### config.mk
export PLATFORM = sky130hd
export DESIGN_NAME = pcm_out
export DESIGN_NICKNAME = d
export VERILOG_FILES = /design/src/hw/rtl/pcm_pkg.sv /design/src/hw/rtl/pcm_out.sv
export SDC_FILE = /design/constraint.sdc
export NUM_CORES = 1
export LEC_CHECK = 0
export CORE_ASPECT_RATIO = 1.5
export CORE_MARGIN = 10
export CORE_UTILIZATION = 50
export DETAILED_ROUTE_END_ITERATION = 10
export DONT_BUFFER_PORTS = 1
export HOLD_SLACK_MARGIN = 0.15
export PLACE_DENSITY = 0.76
export SLEW_MARGIN = 15
export SYNTH_ARGS = -nofsm -noshare
export SYNTH_HDL_FRONTEND = slang
export SYNTH_SLANG_ARGS = --single-unit
### constraint.sdc
create_clock -name i_clk -period 4.12 [get_ports i_clk]
set_input_delay 0.824 -clock i_clk [delete_from_list [all_inputs] [get_ports i_clk]]
set_output_delay 0.824 -clock i_clk [all_outputs]
set_load 0.03 [all_outputs]
### src/hw/rtl/pcm_pkg.sv
// ----------------------------------------------------------------------------
// Polynomial coefficient multiply: shared definitions
// Widths, types and defaults used by the sequencer, the cells and the
// output stage.
// ----------------------------------------------------------------------------
package pcm_pkg;

    localparam int MAX_TERMS_DEF = 32;
    localparam int COEF_W        = 32;
    localparam int PROD_W        = 64;
    localparam int POW_W         = 6;

    typedef enum logic [1:0] {
        ST_LOAD,
        ST_RUN,
        ST_DRAIN
    } t_state;

    typedef struct packed {
        logic              we_first;
        logic              we_second;
        logic [COEF_W-1:0] coef;
    } t_cell_wr;

    typedef struct packed {
        logic             valid;
        logic [POW_W-1:0] power;
        logic             last;
    } t_tag;

endpackage

### src/hw/rtl/pcm_out.sv
// ----------------------------------------------------------------------------
// Polynomial coefficient multiply: output stage
// Saturates the exact sum from cell zero to 64 bits and holds the result
// until the downstream side takes it.
// ----------------------------------------------------------------------------
module pcm_out #(
    parameter int MAX_TERMS = pcm_pkg::MAX_TERMS_DEF
) (
    input  logic                                              i_clk,
    input  logic                                              i_rst_n,
    input  logic signed [pcm_pkg::PROD_W+$clog2(MAX_TERMS)-1:0] i_acc,
    input  pcm_pkg::t_tag                                     i_tag,
    input  logic                                              i_dropped,
    input  logic                                              i_ready,
    output logic                                              o_adv,
    output logic                                              o_valid,
    output logic [pcm_pkg::PROD_W-1:0]                        o_coef,
    output logic [pcm_pkg::POW_W-1:0]                         o_power,
    output logic                                              o_last,
    output logic                                              o_ovf
);

    localparam int ACC_W = pcm_pkg::PROD_W + $clog2(MAX_TERMS);
    localparam int TOP_W = ACC_W - pcm_pkg::PROD_W + 1;

    logic                        r_valid;
    logic [pcm_pkg::PROD_W-1:0]  r_coef;
    logic [pcm_pkg::POW_W-1:0]   r_power;
    logic                        r_last;
    logic                        r_ovf;
    logic [TOP_W-1:0]            w_top;
    logic                        w_sat;
    logic [pcm_pkg::PROD_W-1:0]  w_coef;

    assign w_top  = i_acc[ACC_W-1:pcm_pkg::PROD_W-1];
    assign w_sat  = !((w_top == '0) || (w_top == '1));
    assign w_coef = !w_sat ? i_acc[pcm_pkg::PROD_W-1:0] :
                    i_acc[ACC_W-1] ? {1'b1, {(pcm_pkg::PROD_W-1){1'b0}}} :
                                     {1'b0, {(pcm_pkg::PROD_W-1){1'b1}}};
    assign o_adv  = !r_valid || i_ready;

    always_ff @(posedge i_clk) begin
        if (!i_rst_n) begin
            r_valid <= 1'b0;
        end else if (o_adv) begin
            r_valid <= i_tag.valid;
        end
    end

    always_ff @(posedge i_clk) begin
        if (o_adv && i_tag.valid) begin
            r_coef  <= w_coef;
            r_power <= i_tag.power;
            r_last  <= i_tag.last;
            r_ovf   <= w_sat || i_dropped;
        end
    end

    assign o_valid = r_valid;
    assign o_coef  = r_coef;
    assign o_power = r_power;
    assign o_last  = r_last;
    assign o_ovf   = r_ovf;

endmodule
==> impl_metrics.tcl <==
set metrics [dict create \
    status "finished clean" \
    track_usage_pct 13.8 \
    synthCells 162 \
    final_util_pct 56.2 \
    wl_per_cell_um 28.0 \
    power_density_mw_per_mm2 553 \
    cts_root_buffer "clkbuf_8" \
    grt_pass1_wl_um 9200 \
    core_area_mm2 0.00553 \
    drc_errors 0 \
    num_vias 1378 \
    cts_tree "yes" \
    cts_max_level 3 \
    reg2reg_from "o_valid" \
    layout.nets 242 \
    r2r_slack_ps 1980 \
    clk_path_buf_depth 2 \
    clock-skew-final_ps 8.22 \
    layout_min_cycle_time_ps 2180 \
    yosysUniqueCellTypes 17 \
    met2_wirelength_um 3350 \
    syn-cell-area_mm2 0.00288 \
    grt_max_degree 65 \
    port_buffers 0 \
    syn-num-nets 243 \
    p_leak_nw 1.32 \
    gp_congestion 0.753 \
    grt_antenna_before_repair 1 \
    wl_met1_um 2300 \
    multiInputGateArea_um2 566 \
    maxUsedRoutingLayer "met4" \
    clk_pin_slew_ps 70 \
    cp-start-kind "input port" \
    avgSynthCellArea_um2 17.8 \
    drtPass1Iterations 4 \
    rsz0062_at_grt "no" \
    seq_area_frac_synth_pct 75.8 \
    regArea_mm2 0.00218 \
    grt_pass1_vias 1497 \
    power_mw 1.72 \
    relSlewSlack_pct 48.7 \
    via_per_inst 5.81 \
    cp_max_fo 40 \
    r2r_cells 3 \
    initial_core_util_pct 52.0 \
    areaGrowthSynthToFinish_pct 8.08 \
    hold_viol_final 0 \
    drv_cap 0 \
    wl_um 6640 \
    die_area_mm2 0.00926 \
    setup_tns_ps 0 \
    fill_cells 443 \
    cts_setup_buffers 0 \
    required_ps 4150 \
    synth_seq_cells 73 \
    crit_path_start "i_ready" \
    ios 155 \
    clk_latency_ps 330 \
    timing.fmax_ghz 0.460 \
    post-route-period-util_pct 52.8 \
    drtAntennaViolNets 0 \
    drtIter0Drc 145 \
    numCtsBuffers 9 \
    tightest_slew_ps 770 \
    hpwl_um 4960 \
    layout-drive-gt1-share_pct 12.7 \
    met3_length_um 927 \
    ir_drop_v 0.000355 \
    reg2reg_to "o_coef[19]" \
    critPathArrivalTime_ps 2200 \
    critPathKind "input port to flip-flop" \
    hold_path_depth 0 \
    crit_end "o_coef[19]" \
    min_path_type "input port to flip-flop" \
    die-width_um 82.0 \
    rows 33 \
    hold_buffers 0 \
    cts_sinks 73 \
    crit_path_end_kind "flip-flop" \
    chipHeight_um 113 \
    setup_viol 0 \
    gr-total-overflow 0 \
    cts_repair_resize_count 0 \
    maxSlewViolCount 0 \
    yosysWarnings 0 \
]
-- cells in the final DEF, fill, tap and decap left out, types with 2 or more instances in the layout --
master,count
a21o_1,63
bufinv_16,3
nand2b_1,2
edfxtp_1,72
clkbuf_8,9
-- critical path, stage by stage --
cell and delay [ps]:
nand2b_1 310, and2_2 730, buf_12 310
-- cell type report --
type | count | share of cell area, %
Inverter | 1 | 0.121
Clock buffer | 10 | 4.10
Sequential cell | 73 | 70.1
Timing Repair Buffer | 2 | 0.885
Antenna cell | 1 | 0.0804
Clock inverter | 6 | 3.70
Multi-Input combinational cell | 74 | 18.2
Tap cell | 70 | 2.81
-- sequential cells by signal, indices dropped and copies added, names as in the netlist --
name and flops:
o_power 6, o_last 1, o_ovf 1, o_coef 64
o_valid 1
-- metrics by stage --
stage          hold slack, ps  worst slack (ps)  cell area (um2)  instances
6_report                  585              1940             3110        237
5_1_grt                   556              1810             3110        236
4_1_cts                   570              1930             3110        236
3_5_place_dp              923              1580             2870        220
3_3_place_gp              923              1640             2870        220
2_1_floorplan             885               795             2880        162
-- worst min-delay path by stage --
| stage | start | end | slack, ps |
|---|---|---|---|
| after detailed placement | i_tag[2] | o_power[1] | 920 |
| after global routing | i_tag[0] | o_last | 560 |
| after global placement | i_tag[2] | o_power[1] | 920 |
| after CTS | i_tag[1] | o_power[0] | 570 |
| final | i_tag[6] | o_power[5] | 580 |
| after floorplan | o_valid | o_valid | 880 |
-- cell usage after synthesis (all sizes together) --
master | instances | area [um2]
nor3 | 2 | 15.0
a21o | 63 | 473
and2 | 1 | 6.26
nand4 | 1 | 6.26
inv | 1 | 3.75
edfxtp | 72 | 2160
dfxtp | 1 | 20.0
nand2 | 1 | 3.75
nor2 | 1 | 3.75
a21boi | 1 | 7.51
a2bb2o | 1 | 20.0
a21oi | 1 | 8.76
nand2b | 2 | 12.5
clkbuf | 3 | 11.3
buf | 11 | 125
-- cells by family (layout without fill, tap and decap cells) --
kind of cell	Yosys count	count (layout)	share of synthesized area (%)
other	0	1	0
DFF	73	73	75.8
AOI/OAI and AO/OA	66	66	17.7
buffers and inverters	15	19	4.87
and+or+nand+nor	8	8	1.65
-- power by group --
| part | leakage (nW) | internal [mW] | switching (mW) |
|---|---|---|---|
| combinational | 0.500 | 0.0283 | 0.0445 |
| sequential | 0.704 | 0.877 | 0.111 |
| clock | 0.117 | 0.406 | 0.255 |
| total | 1.32 | 1.31 | 0.411 |
-- layer usage --
layer,up-vias,GRT usage [%]
met1,659,13.7
met2,97,22.1
li1,617,-
met4,0,4.78
met3,5,9.43
met5,-,0
No activity file was read; power rests on OpenSTA's default activity.
