`src/hw/rtl/pcm_pkg.sv`:
```
// ----------------------------------------------------------------------------
// Polynomial coefficient multiply: shared definitions
// Widths, types and defaults used by the sequencer, the cells and the
// output stage.
// ----------------------------------------------------------------------------
package pcm_pkg;

    localparam int MAX_TERMS_DEF = 32;
    localparam int COEF_W        = 32;
    localparam int PROD_W        = 64;
    localparam int POW_W         = 6;

    typedef enum logic [1:0] {
        ST_LOAD,
        ST_RUN,
        ST_DRAIN
    } t_state;

    typedef struct packed {
        logic              we_first;
        logic              we_second;
        logic [COEF_W-1:0] coef;
    } t_cell_wr;

    typedef struct packed {
        logic             valid;
        logic [POW_W-1:0] power;
        logic             last;
    } t_tag;

endpackage

```
`src/hw/rtl/pcm_cell.sv`:
```
// ----------------------------------------------------------------------------
// Polynomial coefficient multiply: convolution cell
// Holds one coefficient of each polynomial. The second polynomial shifts
// down the row, and the partial sums move towards cell zero.
// ----------------------------------------------------------------------------
module pcm_cell #(
    parameter int MAX_TERMS = pcm_pkg::MAX_TERMS_DEF,
    parameter int IDX       = 0
) (
    input  logic                                  i_clk,
    input  logic                                  i_rst_n,
    input  logic                                  i_adv,
    input  logic                                  i_shift,
    input  pcm_pkg::t_cell_wr                     i_wr,
    input  logic [$clog2(MAX_TERMS)-1:0]          i_wr_addr,
    input  logic [$clog2(MAX_TERMS+1)-1:0]        i_n1,
    input  logic signed [pcm_pkg::COEF_W-1:0]     i_x,
    input  logic signed [pcm_pkg::COEF_W-1:0]     i_b_next,
    input  logic signed [pcm_pkg::PROD_W+$clog2(MAX_TERMS)-1:0] i_acc_next,
    output logic signed [pcm_pkg::COEF_W-1:0]     o_b,
    output logic signed [pcm_pkg::PROD_W+$clog2(MAX_TERMS)-1:0] o_acc
);

    localparam int IDX_W = $clog2(MAX_TERMS);
    localparam int CNT_W = $clog2(MAX_TERMS + 1);
    localparam int ACC_W = pcm_pkg::PROD_W + IDX_W;

    logic signed [pcm_pkg::COEF_W-1:0] r_a;
    logic signed [pcm_pkg::COEF_W-1:0] r_b;
    logic signed [pcm_pkg::PROD_W-1:0] r_p;
    logic signed [ACC_W-1:0]           r_acc;
    logic signed [pcm_pkg::PROD_W-1:0] w_prod;
    logic                              w_hit;
    logic                              w_active;

    assign w_hit    = (i_wr_addr == IDX_W'(IDX));
    assign w_active = (CNT_W'(IDX) < i_n1);
    assign w_prod   = r_a * i_x;

    always_ff @(posedge i_clk) begin
        if (i_wr.we_first && w_hit) begin
            r_a <= i_wr.coef;
        end
        if (i_wr.we_second && w_hit) begin
            r_b <= i_wr.coef;
        end else if (i_shift) begin
            r_b <= i_b_next;
        end
    end

    always_ff @(posedge i_clk) begin
        if (!i_rst_n) begin
            r_p   <= '0;
            r_acc <= '0;
        end else if (i_adv) begin
            r_p   <= w_active ? w_prod : '0;
            r_acc <= {{(ACC_W-pcm_pkg::PROD_W){r_p[pcm_pkg::PROD_W-1]}}, r_p} + i_acc_next;
        end
    end

    assign o_b   = r_b;
    assign o_acc = r_acc;

endmodule

```
`config.mk`:
```
export PLATFORM = sky130hd
export DESIGN_NAME = pcm_cell
export DESIGN_NICKNAME = d
export VERILOG_FILES = /design/src/hw/rtl/pcm_pkg.sv /design/src/hw/rtl/pcm_cell.sv
export SDC_FILE = /design/constraint.sdc
export NUM_CORES = 2
export LEC_CHECK = 0
export BUFFER_PORTS_ARGS = -buffer_cell sky130_fd_sc_hd__clkbuf_2
export CAP_MARGIN = 30
export CELL_PAD_IN_SITES_DETAIL_PLACEMENT = 1
export CELL_PAD_IN_SITES_GLOBAL_PLACEMENT = 1
export CORE_ASPECT_RATIO = 0.8
export CORE_MARGIN = 2
export CORE_UTILIZATION = 48
export DETAILED_ROUTE_END_ITERATION = 10
export HOLD_SLACK_MARGIN = 0.03
export PLACE_DENSITY_LB_ADDON = 0.1
export REMOVE_ABC_BUFFERS = 1
export SYNTH_ARGS = -nofsm -noshare
export SYNTH_HDL_FRONTEND = slang
export SYNTH_SLANG_ARGS = --single-unit
```
`constraint.sdc`:
```
create_clock -name i_clk -period 16.5 [get_ports i_clk]
set_input_delay 1.65 -clock i_clk [delete_from_list [all_inputs] [get_ports i_clk]]
set_output_delay 1.65 -clock i_clk [all_outputs]
set_load 0.005 [all_outputs]
```
==> summary.txt <==
Finished Cell Area = 0.0501 sq mm
Setup crit end kind = flop
Die Footprint = 0.100 sq mm
Post-CTS Hold Fix Bufs = 0
ANT nets after route = 0
Avg WL per Cell = 22.3 um
Worst-path clk slew = 100 ps
worst path required time = 16950 ps
dpl cell area = 0.0494 sq mm
Post-Route WL = 144 mm
clock buffer count from CTS = 17
GR Util All Layers = 29.9%
Worst setup SP type = primary input
headroom to the max-slew limit = 33.5%
fin crit share = 61.1%
PnR worst setup slack = 6420 ps
dpl ws = 5870 ps
DR vias/cell = 5.44
worst hold slack = 449 ps
R2R Path End = r_p[62]
outcome = complete, no violations
setup slack, reg-to-reg = 7460 ps
post-CTS setup buffer count = 0
Post-Syn Area = 0.0470 sq mm
first-pass GRT wire length = 231 mm
Core Region = 0.0969 sq mm
Die W = 354 um
clk sink count = 197
Multi-input gate area = 0.0377 sq mm
register area = 0.00458 sq mm
Die Y = 284 um
total global routing overflow = 0
clock insertion delay at the later pin of the skew report = 550 ps
critical path class = in2reg
largest net degree at the start of global routing = 64
Iteration-0 DRC Markers = 1742
dominant synthesized flop cell = dfxtp_1
sequential-to-total area share from yosys stat = 9.76%
clock root cell = clkbuf_16
Nets = 6647
Synth async-reset ratio = 0%
Area Growth Syn to Fin = 6.58%
Slew Limit Fails = 0
Rows = 102
Setup-failing EPs final = 0
GP Congestion = 0.919
number of global-route vias before repair = 40018
fillers = 11167
synthesis-stage register bit count = 197
Fin. Hold Viols = 0
Post-synth EDFFs = 64
DRC viols = 0
Worst Hold Class = reg2reg
Initial Util = 48.5%
Synth cell types = 79
CTS tree = yes
worst-path maximum fanout = 32
fraction of layout cells with a size suffix above 1 = 8.61%
R2R cell count = 26
drt pass-1 iters = 6
maximum clock path buffer count = 2
achievable frequency = 99.2 MHz
worst hold start = o_acc[57]
hold endpoint = o_acc[57]
CTS H-tree lvls = 4
Worst EP arrival = 10530 ps
WHS Path Cells = 2
Tmin final = 10080 ps
Synth warnings = 0
PostCTS Resize Cnt = 0
PortBufs = 282
detailed placement HPWL = 118 mm
Post-Synthesis Cells = 5045
TNS Setup = 0 ps
routed vias = 35066
RSZ-0062 raised after global routing = false
Fin Clk Skew = 34.3 ps
max-cap violations = 0
I/O pin total = 283
initial antenna violation count = 4
Slew @ Worst Pin = 997 ps
Syn Area/Cell = 9.31 sq um
worst reg2reg startpoint = r_a[31]
## state kept, by name (all words and copies together) (netlist names)
signal,flops
o_acc,69
r_p,64
o_b,32
r_a,32
## how the worst max path moves through the flow
stage / start / to / slack (ps) / cells after the start
5_1_grt: i_x[6] / r_p[62] / 5970 / 26
4_1_cts: i_x[6] / r_p[62] / 6440 / 26
3_5_place_dp: i_x[6] / r_p[62] / 5870 / 26
3_3_place_gp: i_x[6] / r_p[62] / 6190 / 26
6_report: i_x[6] / r_p[62] / 6420 / 26
2_1_floorplan: i_x[2] / r_p[62] / 7550 / 23
## layer usage
layer	vias up	global-route usage (%)	part of all wire, %
met2	680	50.9	50
met3	157	3.74	4.0
li1	15479	-	-
met5	-	0	0
met1	18750	40.3	44
met4	0	8.20	2.6
## Yosys cell counts, drive strengths merged, types with 5 or more instances
cell type     n  share of area [%]
clkbuf      253                2.0
and3         18               0.24
dfxtp       133                5.7
nor4          7              0.093
o21a         17               0.27
mux2         32               0.77
or3           5              0.067
nand2b       27               0.36
nand4        46               0.61
o31ai        11               0.23
a21boi        9               0.14
a31oi        11               0.16
a31o          8               0.15
a211o         6               0.11
nor3b         6              0.096
nand3        43               0.46
edfxtp       64                4.1
buf          22               0.22
mux2i        37               0.79
and4          6               0.12
and2        513                6.8
nand2       614                4.9
inv         977                7.8
xor2         36               0.67
fa         1083                 46
nor2        180                1.4
nor2b        12               0.16
xnor2        85                1.6
or2           6              0.080
nor3         26               0.28
ha          252                6.7
a21oi       194                2.1
o21bai       39               0.62
a21o         63                1.0
a211oi       21               0.35
o211ai        8               0.14
o21ai       111                1.2
nand3b        5              0.080
## placed cells by master (no fill, tap or decap), types with 7 or more instances in the layout
| master | netlist | layout |
|---|---|---|
| clkbuf_16 | 0 | 17 |
| o21a_1 | 16 | 16 |
| mux2_2 | 32 | 32 |
| nand2b_1 | 27 | 26 |
| o21bai_1 | 39 | 39 |
| o211ai_1 | 7 | 7 |
| a21oi_1 | 193 | 193 |
| ha_1 | 252 | 252 |
| nand3_1 | 43 | 43 |
| mux2i_1 | 37 | 37 |
| nand4_1 | 46 | 46 |
| o21ai_1 | 8 | 8 |
| a31oi_1 | 10 | 10 |
| xor2_1 | 36 | 36 |
| nor4_1 | 7 | 7 |
| dfxtp_1 | 133 | 133 |
| nand2_1 | 614 | 613 |
| nor3_1 | 26 | 26 |
| clkbuf_2 | 0 | 281 |
| xnor2_1 | 85 | 85 |
| o21ai_0 | 102 | 102 |
| a31o_2 | 8 | 8 |
| buf_4 | 0 | 59 |
| and2_1 | 513 | 512 |
| and3_1 | 18 | 18 |
| nor2_1 | 180 | 179 |
| inv_12 | 0 | 7 |
| o31ai_1 | 8 | 8 |
| a211oi_1 | 20 | 20 |
| nor2b_1 | 12 | 12 |
| inv_1 | 977 | 976 |
| a21boi_0 | 8 | 8 |
| a21o_1 | 61 | 61 |
| edfxtp_1 | 64 | 64 |
| fa_1 | 1083 | 1083 |
## worst max-delay path, cell delays in order
cell and delay [ps]:
clkbuf_2 570, nand2_1 210, inv_1 120, fa_1 420
inv_1 260, fa_1 480, inv_1 230, fa_1 500
fa_1 880, inv_1 420, fa_1 600, inv_1 60
fa_1 550, fa_1 440, fa_1 480, ha_1 380
inv_1 160, o21bai_1 90, a21oi_1 160, o21ai_1 140
a221o_1 340, a21oi_1 240, a31oi_2 210, a2111oi_0 540
mux2i_1 240, nand2_1 60
## metrics by stage
step | std cells | util, %
after floorplan | 4770 | -
after global placement | 6410 | 51.0
after detailed placement | 6411 | 51.0
after CTS | 6443 | 51.7
after global routing | 6446 | 51.7
final | 6447 | 51.7
## kinds of logic after synthesis
| group | after synthesis | share of synthesized area [%] |
|---|---|---|
| compound gates | 550 | 7.56 |
| mux | 69 | 1.56 |
| xor+xnor | 121 | 2.26 |
| fa+ha+maj | 1335 | 52.9 |
| flops | 197 | 9.76 |
| simple gates | 1521 | 15.9 |
| buf+inv | 1252 | 10.1 |
## area by class of cell
class                   count  area share, %
diodes                      4         0.0200
flip-flops and latches    197           9.16
repair buffers            341           3.70
multi-input cells        3596           75.3
clock inverters            15          0.432
clock buffers              17          0.850
inverters                 977           7.33
well taps                1300           3.25
Power is left out: the tool's default activity adds up to more than one toggle a clock period on the data nets, which glitch-free logic cannot reach.
