### src/hw/rtl/pcm_pkg.sv
// ----------------------------------------------------------------------------
// Polynomial coefficient multiply: shared definitions
// Widths, types and defaults used by the sequencer, the cells and the
// output stage.
// ----------------------------------------------------------------------------
package pcm_pkg;

    localparam int MAX_TERMS_DEF = 32;
    localparam int COEF_W        = 32;
    localparam int PROD_W        = 64;
    localparam int POW_W         = 6;

    typedef enum logic [1:0] {
        ST_LOAD,
        ST_RUN,
        ST_DRAIN
    } t_state;

    typedef struct packed {
        logic              we_first;
        logic              we_second;
        logic [COEF_W-1:0] coef;
    } t_cell_wr;

    typedef struct packed {
        logic             valid;
        logic [POW_W-1:0] power;
        logic             last;
    } t_tag;

endpackage

### src/hw/rtl/pcm_seq.sv
// ----------------------------------------------------------------------------
// Polynomial coefficient multiply: sequencer
// Takes in both coefficient lists, then feeds the second list through the
// cell row and tags each result with its power and the last mark.
// ----------------------------------------------------------------------------
module pcm_seq #(
    parameter int MAX_TERMS = pcm_pkg::MAX_TERMS_DEF
) (
    input  logic                               i_clk,
    input  logic                               i_rst_n,
    input  logic                               i_valid,
    input  logic                               i_sel,
    input  logic [pcm_pkg::COEF_W-1:0]         i_coef,
    input  logic                               i_end,
    output logic                               o_ready,
    input  logic                               i_adv,
    input  logic                               i_run_done,
    input  logic signed [pcm_pkg::COEF_W-1:0]  i_b0,
    output logic signed [pcm_pkg::COEF_W-1:0]  o_x,
    output logic                               o_shift,
    output pcm_pkg::t_cell_wr                  o_wr,
    output logic [$clog2(MAX_TERMS)-1:0]       o_wr_addr,
    output logic [$clog2(MAX_TERMS+1)-1:0]     o_n1,
    output pcm_pkg::t_tag                      o_tag,
    output logic                               o_dropped
);

    localparam int IDX_W = $clog2(MAX_TERMS);
    localparam int CNT_W = $clog2(MAX_TERMS + 1);
    localparam int K_W   = ($clog2(2 * MAX_TERMS) > pcm_pkg::POW_W) ?
                           $clog2(2 * MAX_TERMS) : pcm_pkg::POW_W;

    pcm_pkg::t_state                   r_state, n_state;
    logic [CNT_W-1:0]                  r_cnt1, n_cnt1;
    logic [CNT_W-1:0]                  r_cnt2, n_cnt2;
    logic                              r_done1, n_done1;
    logic                              r_done2, n_done2;
    logic                              r_drop, n_drop;
    logic [K_W-1:0]                    r_k, n_k;
    logic signed [pcm_pkg::COEF_W-1:0] r_x, n_x;
    pcm_pkg::t_tag                     r_tag0, n_tag0;
    pcm_pkg::t_tag                     r_tag1;
    pcm_pkg::t_tag                     r_tag2;
    logic                              w_accept;
    logic [K_W-1:0]                    w_total;
    logic                              w_last;

    assign o_ready  = (r_state == pcm_pkg::ST_LOAD);
    assign w_accept = i_valid && o_ready;
    assign w_total  = K_W'(r_cnt1) + K_W'(r_cnt2) - K_W'(1);
    assign w_last   = (r_k == w_total - K_W'(1));

    always_comb begin
        n_state   = r_state;
        n_cnt1    = r_cnt1;
        n_cnt2    = r_cnt2;
        n_done1   = r_done1;
        n_done2   = r_done2;
        n_drop    = r_drop;
        n_k       = r_k;
        n_x       = r_x;
        n_tag0    = r_tag0;
        o_wr      = '0;
        o_wr.coef = i_coef;
        o_wr_addr = i_sel ? r_cnt2[IDX_W-1:0] : r_cnt1[IDX_W-1:0];
        o_shift   = 1'b0;
        if (i_adv) begin
            n_x    = '0;
            n_tag0 = '0;
        end
        unique case (r_state)
            pcm_pkg::ST_LOAD: begin
                n_k = '0;
                if (w_accept && !i_sel && !r_done1) begin
                    if (r_cnt1 < CNT_W'(MAX_TERMS)) begin
                        o_wr.we_first = 1'b1;
                        n_cnt1        = r_cnt1 + CNT_W'(1);
                    end else begin
                        n_drop = 1'b1;
                    end
                    n_done1 = i_end;
                end
                if (w_accept && i_sel && !r_done2) begin
                    if (r_cnt2 < CNT_W'(MAX_TERMS)) begin
                        o_wr.we_second = 1'b1;
                        n_cnt2         = r_cnt2 + CNT_W'(1);
                    end else begin
                        n_drop = 1'b1;
                    end
                    n_done2 = i_end;
                end
                if (n_done1 && n_done2) begin
                    n_state = pcm_pkg::ST_RUN;
                end
            end
            pcm_pkg::ST_RUN: begin
                if (i_adv) begin
                    o_shift      = 1'b1;
                    n_x          = (r_k < K_W'(r_cnt2)) ? i_b0 : '0;
                    n_tag0.valid = 1'b1;
                    n_tag0.power = r_k[pcm_pkg::POW_W-1:0];
                    n_tag0.last  = w_last;
                    n_k          = r_k + K_W'(1);
                    if (w_last) begin
                        n_state = pcm_pkg::ST_DRAIN;
                    end
                end
            end
            pcm_pkg::ST_DRAIN: begin
                if (i_run_done) begin
                    n_state = pcm_pkg::ST_LOAD;
                    n_cnt1  = '0;
                    n_cnt2  = '0;
                    n_done1 = 1'b0;
                    n_done2 = 1'b0;
                    n_drop  = 1'b0;
                end
            end
            default: begin
                n_state = pcm_pkg::ST_LOAD;
            end
        endcase
    end

    always_ff @(posedge i_clk) begin
        if (!i_rst_n) begin
            r_state <= pcm_pkg::ST_LOAD;
            r_cnt1  <= '0;
            r_cnt2  <= '0;
            r_done1 <= 1'b0;
            r_done2 <= 1'b0;
            r_drop  <= 1'b0;
            r_k     <= '0;
            r_x     <= '0;
            r_tag0  <= '0;
            r_tag1  <= '0;
            r_tag2  <= '0;
        end else begin
            r_state <= n_state;
            r_cnt1  <= n_cnt1;
            r_cnt2  <= n_cnt2;
            r_done1 <= n_done1;
            r_done2 <= n_done2;
            r_drop  <= n_drop;
            r_k     <= n_k;
            r_x     <= n_x;
            r_tag0  <= n_tag0;
            if (i_adv) begin
                r_tag1 <= r_tag0;
                r_tag2 <= r_tag1;
            end
        end
    end

    assign o_x       = r_x;
    assign o_n1      = r_cnt1;
    assign o_tag     = r_tag2;
    assign o_dropped = r_drop;

endmodule

### config.mk
export PLATFORM = sky130hd
export DESIGN_NAME = pcm_seq
export DESIGN_NICKNAME = d
export VERILOG_FILES = /design/src/hw/rtl/pcm_pkg.sv /design/src/hw/rtl/pcm_seq.sv
export SDC_FILE = /design/constraint.sdc
export NUM_CORES = 1
export LEC_CHECK = 0
export BUFFER_PORTS_ARGS = -buffer_cell sky130_fd_sc_hd__buf_4
export CORE_UTILIZATION = 46
export CTS_BUF_LIST = sky130_fd_sc_hd__clkbuf_4
export CTS_CLUSTER_DIAMETER = 150
export DETAILED_ROUTE_END_ITERATION = 10
export PLACE_DENSITY = 0.81
export SYNTH_ARGS = -nofsm -noshare
export SYNTH_HDL_FRONTEND = slang
export SYNTH_SLANG_ARGS = --single-unit
export TNS_END_PERCENT = 100
### constraint.sdc
create_clock -name i_clk -period 2.2 [get_ports i_clk]
set_input_delay 0.11 -clock i_clk [delete_from_list [all_inputs] [get_ports i_clk]]
set_output_delay 0.11 -clock i_clk [all_outputs]
set_load 0.05 [all_outputs]
==> impl_metrics.py <==
metrics = {
    "cts": {
        "clk_latency_ns": 0.42,
        "root_buffer": "clkbuf_4",
        "htree_levels": 3,
        "cts_sinks": 79,
        "clock_path_buffers": 2,
        "clkTransAtPathRegs_ns": 0.13,
        "cts_made_buffers": 9,
        "cts_tree": "yes",
    },
    "logic_synthesis": {
        "async_reset_ff_frac": 0,
        "syn_avg_cell_area_um2": 8.813,
        "ys_seq_area_frac": 0.3893,
        "syn-num-nets": 550,
        "synth_area_um2": 4063,
        "synth_edf_count": 0,
        "syn_inst": 461,
        "ys_seq_elements": 79,
        "ys_types": 46,
        "synth_ff_type": "dfxtp_1",
        "synth_warnings": 0,
    },
    "floorplanning": {
        "num_rows": 33,
        "core_area_um2": 8382,
        "die_area_um2": 9211,
        "initial_core_util": 0.4847,
        "ios": 159,
        "dieHeight_um": 95.98,
        "die_x_um": 95.98,
    },
    "place": {
        "dpl_worst_slack_ns": -0.06191,
        "io_buffers": 94,
        "dpl.hpwl_um": 6916,
        "gp_congestion": 0.8070,
    },
    "global_routing": {
        "use_met3": 0.06714,
        "grt_pass1_wl_um": 16480,
        "grt_overflow_total": 0,
        "grt_max_degree": 34,
        "grt_pass1_vias": 3618,
        "met2_usage": 0.3851,
        "grt_usage": 0.2301,
        "top_usage_layer": "met2",
        "use_met1": 0.2751,
        "grt_antenna_before_repair": 0,
    },
    "timing": {
        "period_needed_ns": 2.216,
        "finalSetupViolations": 3,
        "hold_ws_ns": 0.02595,
        "fmaxAchievable_ghz": 0.4512,
        "drv_slew": 0,
        "rsz0062_at_grt": "true",
        "worst_slack_ns": -0.01643,
        "fin_worst_skew_ns": 0.01950,
        "slew_headroom": 0.2663,
        "max_slew.worst_pin.slew_ns": 1.099,
        "hold_violations": 0,
        "fin_crit_sh": 1.007,
    },
    "run_status": {
        "run_status": "complete, but fails checks",
        "violations": "negative setup slack",
    },
    "detailed_routing": {
        "ant_nets": 0,
        "finalWirelength_um": 10480,
        "routedWlPerCell_um": 15.64,
        "via_per_inst": 5.667,
        "drt_iter0_drc": 177,
        "drc": 0,
        "vias": 3797,
        "drt-pass1-iter-count": 5,
    },
    "pwr": {
        "pwr-share-clk": 0.356,
        "vdd_drop_max_v": 0.0002811,
        "intPower_mw": 2.068,
        "combPwrFrac": 0.124,
        "leakagePower_nw": 2.335,
        "p_switching_mw": 0.7083,
        "p_seq_frac": 0.521,
        "swShare": 0.2551,
        "power_density_nw_per_um2": 522.5,
    },
    "final_layout": {
        "fin_util": 0.6340,
        "final_nets": 649,
        "area_delta_synth_final_pct": 30.80,
        "diodes": 0,
        "drive_above_1_share": 0.2832,
        "fillers": 674,
    },
    "critical_path": {
        "setup.worst_path.start": "o_n1[1]",
        "cp-end-kind": "flop",
        "start_kind": "flop",
        "crit_type": "flop to flop",
        "worstReg2RegStart": "o_n1[1]",
        "crit_required_ns": 2.54,
        "cp_max_fo": 3,
        "arrival_ns": 2.55,
    },
    "hold_path": {
        "hold_class": "input pin to flop",
        "min_from": "i_sel",
    },
    "run": {
        "drv_cap": 0,
    },
}
==> logic make-up after synthesis <==
| kind of cell | synth area share |
|---|---|
| simple gates | 0.1531 |
| xor+xnor | 0.03449 |
| mux | 0.04188 |
| flops | 0.3893 |
| compound gates | 0.2116 |
| fa+ha+maj | 0.05728 |
| buf+inv | 0.1124 |
==> cells in the final DEF (no fill, tap or decap), types with 3 or more instances in the layout <==
| cell type | Yosys | routed |
|---|---|---|
| ha_4 | 0 | 3 |
| nand3_1 | 9 | 9 |
| o21a_1 | 3 | 3 |
| dlygate4sd3_1 | 0 | 36 |
| dfxtp_4 | 0 | 3 |
| xnor2_1 | 14 | 14 |
| inv_2 | 1 | 4 |
| nor2_1 | 36 | 35 |
| a21oi_1 | 19 | 17 |
| dfxtp_1 | 79 | 72 |
| o21ai_0 | 12 | 12 |
| o211ai_1 | 32 | 32 |
| inv_1 | 22 | 18 |
| mux2i_1 | 17 | 17 |
| nand2_1 | 48 | 48 |
| dfxtp_2 | 0 | 4 |
| nand4_1 | 7 | 7 |
| ha_1 | 17 | 14 |
| buf_4 | 36 | 113 |
| nor3_1 | 4 | 3 |
| nand2b_1 | 10 | 10 |
| a21o_1 | 4 | 4 |
| clkbuf_4 | 0 | 10 |
| nor2b_1 | 5 | 5 |
| a32oi_1 | 33 | 33 |
==> metal layers <==
metal  wire (um)  vias up
met1        4366     1801
met3         766       34
met5           0        -
li1            -     1817
met2        5099      145
met4         244        0
==> layout make-up <==
| cell class | count | area (um^2) | area share |
|---|---|---|---|
| Multi-Input combinational cell | 297 | 2107 | 0.3965 |
| Sequential cell | 79 | 1598 | 0.3007 |
| Timing Repair Buffer | 150 | 1229 | 0.2312 |
| Tap cell | 105 | 131.4 | 0.02472 |
| Inverter | 23 | 88.84 | 0.01672 |
| Clock inverter | 6 | 85.08 | 0.01601 |
| Clock buffer | 10 | 75.07 | 0.01413 |
==> cell usage after synthesis, drive strengths merged (2+ instances only) <==
cell type	number	area share
xnor2	14	0.030
a31o	2	0.0043
a21o	4	0.0074
nor2b	5	0.0077
a32o	2	0.0049
nand3b	3	0.0065
or2	2	0.0037
a21oi	19	0.023
nor3	4	0.0049
nor2	36	0.033
ha	17	0.052
buf	42	0.072
nand2b	10	0.015
clkbuf	20	0.019
o211ai	32	0.059
o21ai	13	0.017
nor4	2	0.0031
dfxtp	79	0.39
nand4	7	0.011
inv	23	0.021
mux2i	17	0.042
nand3	9	0.011
and4	2	0.0043
nand2	49	0.046
a32oi	33	0.071
o21a	3	0.0055
xor2	2	0.0043
==> path summary, 6_finish.rpt <==
| kind | to | slack [ns] | cells past startpoint |
|---|---|---|---|
| worst min register to register | flop | 0.49 | 2 |
| worst min-delay path | r_done2 | 0.03 | 3 |
| worst max register to register | r_state[0] | -0.02 | 11 |
| worst max-delay path | r_state[0] | -0.02 | 11 |
==> timing repair <==
| item | in CTS | in global routing |
|---|---|---|
| endpoints found under the hold margin | 38 | 0 |
| endpoints found under the setup margin | 3 | 3 |
| setup buffers | 2 | 1 |
| hold buffers | 36 | 0 |
| resized for setup | 4 | 3 |
| pin swaps | 2 | 3 |
==> worst max-delay path, stage by stage, from the launching register on <==
cell and delay (ns):
dfxtp_4 0.38, inv_4 0.04, ha_4 0.25, inv_2 0.04, ha_4 0.15, inv_2 0.05, fa_2 0.43, xor2_1 0.15
nand4_1 0.08, nor2_1 0.05, and4b_2 0.24, a2111oi_4 0.28
==> power by group through the flow <==
stage	clock, mW	sequential [mW]	combinational [mW]
finish	0.987	1.45	0.344
global placement	0	1.48	0.276
CTS	1.01	1.45	0.339
detailed placement	0	1.48	0.284
floorplan	0	1.49	0.309
global route	1.07	1.45	0.368
==> through the flow <==
stage	std cells	setup TNS (ns)	cell area, um^2	power, mW
detailed placement	615	-0.06371	4738	1.761
global placement	615	0	4738	1.752
global route	670	-0.4179	5314	2.886
floorplan	461	-0.01261	4113	1.797
CTS	669	-0.06351	5289	2.789
finish	670	-0.02380	5314	2.776
Power figures use the tool's default switching activity.
